## config.mk

```make
export PLATFORM = sky130hd
export DESIGN_NAME = png_signature_and_chunk_crc_repair_top
export DESIGN_NICKNAME = d
export VERILOG_FILES = /design/src/sv/pngcrc_pkg.sv /design/src/sv/pngcrc_in_reg.sv /design/src/sv/pngcrc_engine.sv /design/src/sv/pngcrc_out_reg.sv /design/src/sv/png_signature_and_chunk_crc_repair_top.sv
export SDC_FILE = /design/constraint.sdc
export NUM_CORES = 1
export LEC_CHECK = 0
export ABC_AREA = 1
export CAP_MARGIN = 10
export CORE_MARGIN = 5
export CORE_UTILIZATION = 59
export CTS_CLUSTER_DIAMETER = 30
export DETAILED_ROUTE_END_ITERATION = 16
export DONT_BUFFER_PORTS = 1
export PLACE_DENSITY = 0.78
export SYNTH_ARGS = -nofsm -noshare
export SYNTH_HDL_FRONTEND = slang
export SYNTH_SLANG_ARGS = --single-unit
```

## constraint.sdc

```tcl
create_clock -name clk_i -period 3.04 [get_ports clk_i]
set_input_delay 0.912 -clock clk_i [delete_from_list [all_inputs] [get_ports clk_i]]
set_output_delay 0.912 -clock clk_i [all_outputs]
set_load 0.02 [all_outputs]
```

## src/sv/pngcrc_pkg.sv

```systemverilog
// Shared types, constants and CRC helpers for the PNG signature and chunk CRC repair block.
// No dependencies; every module of the block imports this package.
`default_nettype none

package pngcrc_pkg;

  // Reflected CRC-32 polynomial and the all-ones init / final xor value
  localparam logic [31:0] CRC_POLY = 32'hEDB88320;
  localparam logic [31:0] CRC_ONES = 32'hFFFFFFFF;

  // Chunk type that closes the file
  localparam logic [31:0] TYPE_IEND = 32'h49454E44;

  // Header field sizes, in bytes
  localparam int unsigned SIG_BYTES = 8;
  localparam int unsigned LEN_BYTES = 4;

  // Walk phase, one-hot
  typedef enum logic [5:0] {
    PH_SIG  = 6'b000001,
    PH_LEN  = 6'b000010,
    PH_TYPE = 6'b000100,
    PH_DATA = 6'b001000,
    PH_CRC  = 6'b010000,
    PH_DONE = 6'b100000
  } phase_e;

  // One input word
  typedef struct packed {
    logic [7:0] in_byte;
    logic       in_last;
  } in_item_t;

  // One result word
  typedef struct packed {
    logic [7:0] out_byte;
    logic       byte_changed;
    logic       crc_checked;
    logic       crc_was_bad;
    logic       after_end;
    logic       file_repaired;
    logic       out_last;
  } result_t;

  // PNG signature byte at a given position
  function automatic logic [7:0] sig_byte(input logic [2:0] idx);
    logic [7:0] val;
    case (idx)
      3'd0:    val = 8'h89;
      3'd1:    val = 8'h50;
      3'd2:    val = 8'h4E;
      3'd3:    val = 8'h47;
      3'd4:    val = 8'h0D;
      3'd5:    val = 8'h0A;
      3'd6:    val = 8'h1A;
      3'd7:    val = 8'h0A;
      default: val = 8'h00;
    endcase
    return val;
  endfunction

  // Advance the reflected CRC-32 by one byte
  function automatic logic [31:0] crc_byte(input logic [31:0] crc, input logic [7:0] b);
    logic [31:0] c;
    c = {24'h0, crc[7:0] ^ b};
    for (int k = 0; k < 8; k++) begin
      c = c[0] ? (CRC_POLY ^ (c >> 1)) : (c >> 1);
    end
    return c ^ (crc >> 8);
  endfunction

endpackage

`default_nettype wire

```

## src/sv/pngcrc_in_reg.sv

```systemverilog
// Input register stage of the PNG chunk CRC repair block: holds one accepted word.
// Depends on pngcrc_pkg for the input word type.
`default_nettype none

module pngcrc_in_reg (
  input  wire                   clk_i,
  input  wire                   rst_ni,
  input  wire                   in_valid_i,
  output logic                  in_stall_o,
  input  wire pngcrc_pkg::in_item_t item_i,
  input  wire                   advance_i,
  output logic                  valid_o,
  output pngcrc_pkg::in_item_t  item_o
);
  import pngcrc_pkg::*;

  logic     valid_q, valid_d;
  in_item_t item_q;
  logic     load;

  // Stall while a held word cannot move on this cycle
  assign in_stall_o = valid_q & ~advance_i;
  assign load       = in_valid_i & ~in_stall_o;

  always_comb begin
    valid_d = valid_q;
    if (load) begin
      valid_d = 1'b1;
    end else if (advance_i) begin
      valid_d = 1'b0;
    end
  end

  always_ff @(posedge clk_i or negedge rst_ni) begin
    if (!rst_ni) begin
      valid_q <= 1'b0;
    end else begin
      valid_q <= valid_d;
    end
  end

  // Capture the payload on accept
  always_ff @(posedge clk_i) begin
    if (load) begin
      item_q <= item_i;
    end
  end

  assign valid_o = valid_q;
  assign item_o  = item_q;

endmodule

`default_nettype wire

```

## src/sv/pngcrc_engine.sv

```systemverilog
// Chunk walker of the PNG chunk CRC repair block: file state and the per-byte repair logic.
// Depends on pngcrc_pkg for the phase encoding, word types and CRC step.
`default_nettype none

module pngcrc_engine (
  input  wire                   clk_i,
  input  wire                   rst_ni,
  input  wire                   advance_i,
  input  wire pngcrc_pkg::in_item_t item_i,
  output pngcrc_pkg::result_t   result_o
);
  import pngcrc_pkg::*;

  phase_e      phase_q, phase_d;
  logic [31:0] cnt_q, cnt_d;
  logic [31:0] len_q, len_d;
  logic [31:0] type_q, type_d;
  logic [31:0] crc_q, crc_d;
  logic        any_q, any_d;
  logic        mism_q, mism_d;

  logic [32:0] cnt_inc;
  logic [31:0] crc_fin;
  logic [31:0] crc_step;
  logic [7:0]  b;
  logic [7:0]  ob;
  logic        changed;
  logic        checked;
  logic        bad;
  logic        after;

  assign b        = item_i.in_byte;
  assign cnt_inc  = {1'b0, cnt_q} + 33'd1;
  assign crc_fin  = crc_q ^ CRC_ONES;
  assign crc_step = crc_byte(crc_q, b);

  // Next state and result for the word in the input register
  always_comb begin
    phase_d = phase_q;
    cnt_d   = cnt_q;
    len_d   = len_q;
    type_d  = type_q;
    crc_d   = crc_q;
    mism_d  = mism_q;
    ob      = b;
    checked = 1'b0;
    bad     = 1'b0;
    after   = 1'b0;

    case (phase_q)
      PH_SIG: begin
        ob    = sig_byte(cnt_q[2:0]);
        cnt_d = cnt_inc[31:0];
        if (cnt_inc >= 33'(SIG_BYTES)) begin
          phase_d = PH_LEN;
          cnt_d   = '0;
        end
      end
      PH_LEN: begin
        len_d = {len_q[23:0], b};
        cnt_d = cnt_inc[31:0];
        if (cnt_inc >= 33'(LEN_BYTES)) begin
          phase_d = PH_TYPE;
          cnt_d   = '0;
          crc_d   = CRC_ONES;
          type_d  = '0;
          mism_d  = 1'b0;
        end
      end
      PH_TYPE: begin
        type_d = {type_q[23:0], b};
        crc_d  = crc_step;
        cnt_d  = cnt_inc[31:0];
        if (cnt_inc >= 33'(LEN_BYTES)) begin
          cnt_d   = '0;
          phase_d = (len_q == '0) ? PH_CRC : PH_DATA;
        end
      end
      PH_DATA: begin
        crc_d = crc_step;
        cnt_d = cnt_inc[31:0];
        if (cnt_inc >= {1'b0, len_q}) begin
          phase_d = PH_CRC;
          cnt_d   = '0;
        end
      end
      PH_CRC: begin
        // Replace stored CRC bytes, most significant first
        case (cnt_q[1:0])
          2'd0:    ob = crc_fin[31:24];
          2'd1:    ob = crc_fin[23:16];
          2'd2:    ob = crc_fin[15:8];
          default: ob = crc_fin[7:0];
        endcase
        mism_d = mism_q | (ob != b);
        cnt_d  = cnt_inc[31:0];
        if (cnt_inc >= 33'(LEN_BYTES)) begin
          checked = 1'b1;
          bad     = mism_d;
          cnt_d   = '0;
          len_d   = '0;
          mism_d  = 1'b0;
          phase_d = (type_q == TYPE_IEND) ? PH_DONE : PH_LEN;
        end
      end
      PH_DONE: begin
        after = 1'b1;
      end
      default: begin
        after   = 1'b1;
        phase_d = PH_SIG;
      end
    endcase

    changed = (ob != b);
    any_d   = any_q | changed;

    // Drop all file state after the final byte
    if (item_i.in_last) begin
      phase_d = PH_SIG;
      cnt_d   = '0;
      len_d   = '0;
      type_d  = '0;
      crc_d   = CRC_ONES;
      mism_d  = 1'b0;
    end
  end

  always_comb begin
    result_o.out_byte      = ob;
    result_o.byte_changed  = changed;
    result_o.crc_checked   = checked;
    result_o.crc_was_bad   = bad;
    result_o.after_end     = after;
    result_o.file_repaired = item_i.in_last & any_d;
    result_o.out_last      = item_i.in_last;
  end

  // Commit state as the word moves to the result register
  always_ff @(posedge clk_i or negedge rst_ni) begin
    if (!rst_ni) begin
      phase_q <= PH_SIG;
      cnt_q   <= '0;
      len_q   <= '0;
      type_q  <= '0;
      crc_q   <= CRC_ONES;
      any_q   <= 1'b0;
      mism_q  <= 1'b0;
    end else if (advance_i) begin
      phase_q <= phase_d;
      cnt_q   <= cnt_d;
      len_q   <= len_d;
      type_q  <= type_d;
      crc_q   <= crc_d;
      any_q   <= item_i.in_last ? 1'b0 : any_d;
      mism_q  <= mism_d;
    end
  end

endmodule

`default_nettype wire

```

## src/sv/pngcrc_out_reg.sv

```systemverilog
// Result register stage of the PNG chunk CRC repair block: holds one result word for the sink.
// Depends on pngcrc_pkg for the result word type.
`default_nettype none

module pngcrc_out_reg (
  input  wire                  clk_i,
  input  wire                  rst_ni,
  input  wire                  src_valid_i,
  input  wire pngcrc_pkg::result_t result_i,
  output logic                 advance_o,
  output logic                 out_valid_o,
  input  wire                  out_stall_i,
  output pngcrc_pkg::result_t  result_o
);
  import pngcrc_pkg::*;

  logic    valid_q, valid_d;
  result_t result_q;

  // Move a word in when the register is empty or being drained
  assign advance_o = src_valid_i & (~valid_q | ~out_stall_i);

  always_comb begin
    valid_d = valid_q;
    if (advance_o) begin
      valid_d = 1'b1;
    end else if (!out_stall_i) begin
      valid_d = 1'b0;
    end
  end

  always_ff @(posedge clk_i or negedge rst_ni) begin
    if (!rst_ni) begin
      valid_q <= 1'b0;
    end else begin
      valid_q <= valid_d;
    end
  end

  always_ff @(posedge clk_i) begin
    if (advance_o) begin
      result_q <= result_i;
    end
  end

  assign out_valid_o = valid_q;
  assign result_o    = result_q;

endmodule

`default_nettype wire

```

## src/sv/png_signature_and_chunk_crc_repair_top.sv

```systemverilog
// Top level of the PNG signature and chunk CRC repair block.
// Depends on pngcrc_pkg, pngcrc_in_reg, pngcrc_engine and pngcrc_out_reg.
`default_nettype none

// Takes a PNG file one byte per word and returns one repaired byte per word: the first eight
// bytes become the PNG signature, each chunk's four stored CRC bytes are replaced by the CRC-32
// computed over its type and data, and bytes after IEND pass unchanged. in_last ends a file and
// returns the block to its start state. The block takes one byte every cycle while the sink does not
// stall, and each accepted word passes through the input register and then the result register
// to the output. A stalled sink fills the result register and then the input register, after
// which the input stalls. The byte-wide CRC-32 step in the chunk walker, between the input
// register and the result register, sets the clock period. No clearing pass follows reset.
module png_signature_and_chunk_crc_repair_top (
  input  wire        clk_i,
  input  wire        rst_ni,
  input  wire        in_valid_i,
  output logic       in_stall_o,
  input  wire  [7:0] in_byte_i,
  input  wire        in_last_i,
  output logic       out_valid_o,
  input  wire        out_stall_i,
  output logic [7:0] out_byte_o,
  output logic       byte_changed_o,
  output logic       crc_checked_o,
  output logic       crc_was_bad_o,
  output logic       after_end_o,
  output logic       file_repaired_o,
  output logic       out_last_o
);
  import pngcrc_pkg::*;

  in_item_t in_item;
  in_item_t held_item;
  logic     held_valid;
  logic     advance;
  result_t  eng_result;
  result_t  out_result;

  assign in_item.in_byte = in_byte_i;
  assign in_item.in_last = in_last_i;

  pngcrc_in_reg u_in_reg (
    .clk_i      (clk_i),
    .rst_ni     (rst_ni),
    .in_valid_i (in_valid_i),
    .in_stall_o (in_stall_o),
    .item_i     (in_item),
    .advance_i  (advance),
    .valid_o    (held_valid),
    .item_o     (held_item)
  );

  pngcrc_engine u_engine (
    .clk_i     (clk_i),
    .rst_ni    (rst_ni),
    .advance_i (advance),
    .item_i    (held_item),
    .result_o  (eng_result)
  );

  pngcrc_out_reg u_out_reg (
    .clk_i       (clk_i),
    .rst_ni      (rst_ni),
    .src_valid_i (held_valid),
    .result_i    (eng_result),
    .advance_o   (advance),
    .out_valid_o (out_valid_o),
    .out_stall_i (out_stall_i),
    .result_o    (out_result)
  );

  assign out_byte_o      = out_result.out_byte;
  assign byte_changed_o  = out_result.byte_changed;
  assign crc_checked_o   = out_result.crc_checked;
  assign crc_was_bad_o   = out_result.crc_was_bad;
  assign after_end_o     = out_result.after_end;
  assign file_repaired_o = out_result.file_repaired;
  assign out_last_o      = out_result.out_last;

  // A mismatch is only reported on the closing CRC byte
  a_bad_needs_check: assert property (@(posedge clk_i) disable iff (!rst_ni)
    out_valid_o && crc_was_bad_o |-> crc_checked_o)
    else $error("crc_was_bad without crc_checked");

  // Bytes after IEND never carry a CRC check
  a_after_no_check: assert property (@(posedge clk_i) disable iff (!rst_ni)
    out_valid_o && after_end_o |-> !crc_checked_o && !byte_changed_o)
    else $error("check or change after end of file");

  // The repair summary only appears on the final byte
  a_repaired_on_last: assert property (@(posedge clk_i) disable iff (!rst_ni)
    out_valid_o && file_repaired_o |-> out_last_o)
    else $error("file_repaired away from the final byte");

  // A full input register behind a stalled result register must stall the source
  a_backpressure: assert property (@(posedge clk_i) disable iff (!rst_ni)
    held_valid && out_valid_o && out_stall_i |-> in_stall_o && !advance)
    else $error("input not stalled while both stages are full");

endmodule

`default_nettype wire
```

==> impl_results.md <==
- Status: complete, but fails checks
- Failing checks: setup timing
- Hold buffer count at CTS: 0
- H-tree depth: 4
- Synth warn: 0
- F_max: 312 MHz
- Total gr overflow: 0
- CTS tree: done
- Clock Pin Slew Worst Setup and Hold Paths: 80 ps
- Sequence of cells on the critical path: ha_4 > nand2_4 > nor2_4 > inv_2 > nor2_4 > xor2_2 > inv_2 > ha_4 > nand2_4 > nor2_4 > nand2_2 > nor4_4 > nand2_1 > nand3_2 > nand2_2 > nand3_4 > nand3b_1 > nand2_4 > clkbuf_16 > o21ai_0
- Final hold vios: 0
- Antenna violations before repair: 0
- Drt wl/cell: 17.7 um
- FILL cells: 1298
- Final Critical Period: 3200 ps
- Commonest non-fill, non-tap cell in the layout: nand2_1
- Total chip power: 9.87 mW
- Commonest non-fill, non-tap cells in the layout: nand2_1, inv_1, o21ai_0
- Syn Nets: 1410
- GRT Total Usage: 27.8%
- Top delay family on crit path: simple AND/OR/NAND/NOR gates
- Max-Slew Margin vs Limit: 58.3%
- Nets: 1462
- Unrepaired setup endpoints after global routing: yes
- Number of global-route vias before repair: 8767
- Met3 wire length: 1.92 mm
- Worst Path Max Fanout: 8
- Worst Reg2Reg Path Length in Cells: 20
- Cell taking the most area after synthesis: dfrtp_1
- Ratio of cells with drive above 1 in the final layout: 20.5%
- N_diodes: 0
- Area after DPL: 10600 um^2
- Layout area overhead: 20.0%
- Critical path type: reg2reg
- Post-route cell area: 12100 um^2
- Critical path required time: 3350 ps
- Post-synth cell types: 43
- Synth top area cells: dfrtp_1, nand2_1, dfstp_2
- Top_reg_cell synth: dfrtp_1
- IO Count: 29
- Via count: 9562
- Clk root buf: clkbuf_16
- Buf/Inv on CP: 3
- Pwr per Cell Area: 815 nW/um^2
- Worst Max-Slew Pin Slew: 620 ps
- Pin count of the biggest net entering global routing: 139
- Post-route ant nets: 0
- Top layer in use: met4
- IO buf count: 0
- Die area: 19800 um^2
- Die Y-Extent: 141 um
- DRC: 0
- Number of synthesized flops with an enable pin: 23
- Detailed-router iteration count before antenna repair: 5
- Register area share after synthesis: 41.5%
- Synth Cell Area: 10100 um^2
- Clock Path Buffers: 2
- Routed met1 length: 12.1 mm
- Worst slack at placement: -72.2 ps
- Clock tree sinks: 161
- FF+latch count, synth: 161
- Row cnt: 47
- GP Congestion: 0.964
- Slew Viols, Final: 0
- Max-Cap Viols: 0
- First-pass GRT wire length: 44.2 mm
- Cells after synthesis: 1361
- Final critical-path setup slack: -163 ps
- Vias per inst: 5.81
- Synth Area per Inst: 7.42 um^2
- Starting density of the core: 60.4%
- Drt total wl: 29.1 mm
- Clk_skew: 17.8 ps
- Skew-Pair Late Insertion Delay: 440 ps
- Lkg Pwr: 5.41 nW
- Crit path depth: 20
- Final setup vio count: 32
- Top-area cell type share of the netlist area: 26.0%
- Crit path largest cell delay: 450 ps
- Worst min path class: in2async
- Iteration-0 DRC Markers: 931
- Placeable Area: 16700 um^2
- Hpwl dp: 18.9 mm
- CTS Buf Count: 17
- CP Capture Type: register
- Non-Filler Instances: 1646
- Die W: 141 um
- Max IR drop VDD: 0.644 mV
- Tcrit/Tclk final: 105%
- CP arrival: 3510 ps
- Met2 wire len: 13.6 mm
- Post-Place Cells: 1592
- Crit-path slowest cell: dfrtp_1
- CP startpoint kind: register
- Asr flop ratio synth: 85.7%
-- synthesized netlist by cell type, drive strengths merged, types with 2 or more instances --
master	n
nor4b	4
nand3	84
dfrtp	105
inv	150
o22ai	4
nor3b	3
a21oi	41
o21a	2
ha	36
xnor2	38
dfstp	33
nand4	13
xor2	26
o211ai	2
nor2	120
edfxtp	23
or2	4
o21ai	177
nor4	13
and3	2
buf	22
nor3	8
o221ai	5
nand2	415
nand3b	3
clkbuf	22
-- routing by layer --
| layer | global-route usage (%) | vias to the layer above |
|---|---|---|
| li1 | - | 4529 |
| met1 | 36.7 | 4475 |
| met2 | 45.0 | 442 |
| met3 | 5.42 | 116 |
| met4 | 11.6 | 0 |
| met5 | 0 | - |
-- worst register-to-register path, cell delays in order, from the launching register on --
cell and delay [ps]:
dfrtp_1 450, ha_4 180, nand2_4 70, nor2_4 180, inv_2 70, nor2_4 150, xor2_2 240, inv_2 90
ha_4 290, nand2_4 80, nor2_4 110, nand2_2 80, nor4_4 140, nand2_1 90, nand3_2 90, nand2_2 60
nand3_4 100, nand3b_1 130, nand2_4 180, clkbuf_16 190, o21ai_0 90
-- registers in the layout, summed over array words and instances (netlist names) --
register,flops
u_in_reg.valid_o,1
u_out_reg.out_valid_o,1
u_engine.cnt_q,32
u_engine.mism_q,1
u_engine.phase_q,6
u_engine.crc_q,32
u_engine.len_q,32
u_in_reg.item_o,9
u_engine.type_q,32
u_engine.any_q,1
u_out_reg.result_o,14
-- metrics by stage --
step / setup TNS, ps / hold slack (ps) / util, %
after detailed placement: -1530 / 459 / 63.6
after floorplan: 0 / 442 / -
final: -3610 / 166 / 72.5
after global placement: 0 / 458 / 63.6
after CTS: -0.281 / 153 / 67.6
after global routing: -11380 / 144 / 72.5
-- power breakdown --
group          internal (mW)  switching [mW]
combinational           1.75            2.72
sequential              2.79           0.471
clock                   1.10            1.03
total                   5.64            4.23
-- area by class of cell --
class                   count  area, um^2  area share [%]
inverters                 151         567            4.68
clock buffers              17         425            3.51
well taps                 220         275            2.27
multi-input cells        1005        5740            47.3
repair buffers             77         756            6.24
flip-flops and latches    161        4200            34.6
clock inverters            15         159            1.31
-- final timing paths --
path	start	end	slack [ps]
setup / recovery	u_engine.cnt_q[1]	u_engine.cnt_q[24]	-160
hold / removal	rst_ni	u_engine.len_q[28]	170
max in group asynchronous	rst_ni	u_engine.crc_q[17]	2560
min in group clk_i	u_engine.crc_q[30]	u_engine.crc_q[30]	470
setup reg to reg	u_engine.cnt_q[1]	u_engine.cnt_q[24]	-160
hold reg to reg	u_engine.crc_q[30]	u_engine.crc_q[30]	470
-- kinds of logic (layout without fill, tap and decap cells) --
group,count (synthesis),after routing,synth area share [%]
AO/OA/AOI/OAI,236,236,12.3
XOR/XNOR,64,64,6.07
adder cells (fa/ha/maj),36,36,4.46
buffers and inverters,195,260,7.97
flip-flops,161,161,41.5
AND/OR/NAND/NOR,669,669,27.8
-- what timing repair did --
action | in CTS | in global routing
setup endpoints to repair | 38 | 61
buffers inserted | 0 | 18
pin swaps | 0 | 36
gates resized for setup | 14 | 165
hold endpoints to repair | 0 | 0
cloned | 1 | 3
No activity file was read; power rests on OpenSTA's default activity.
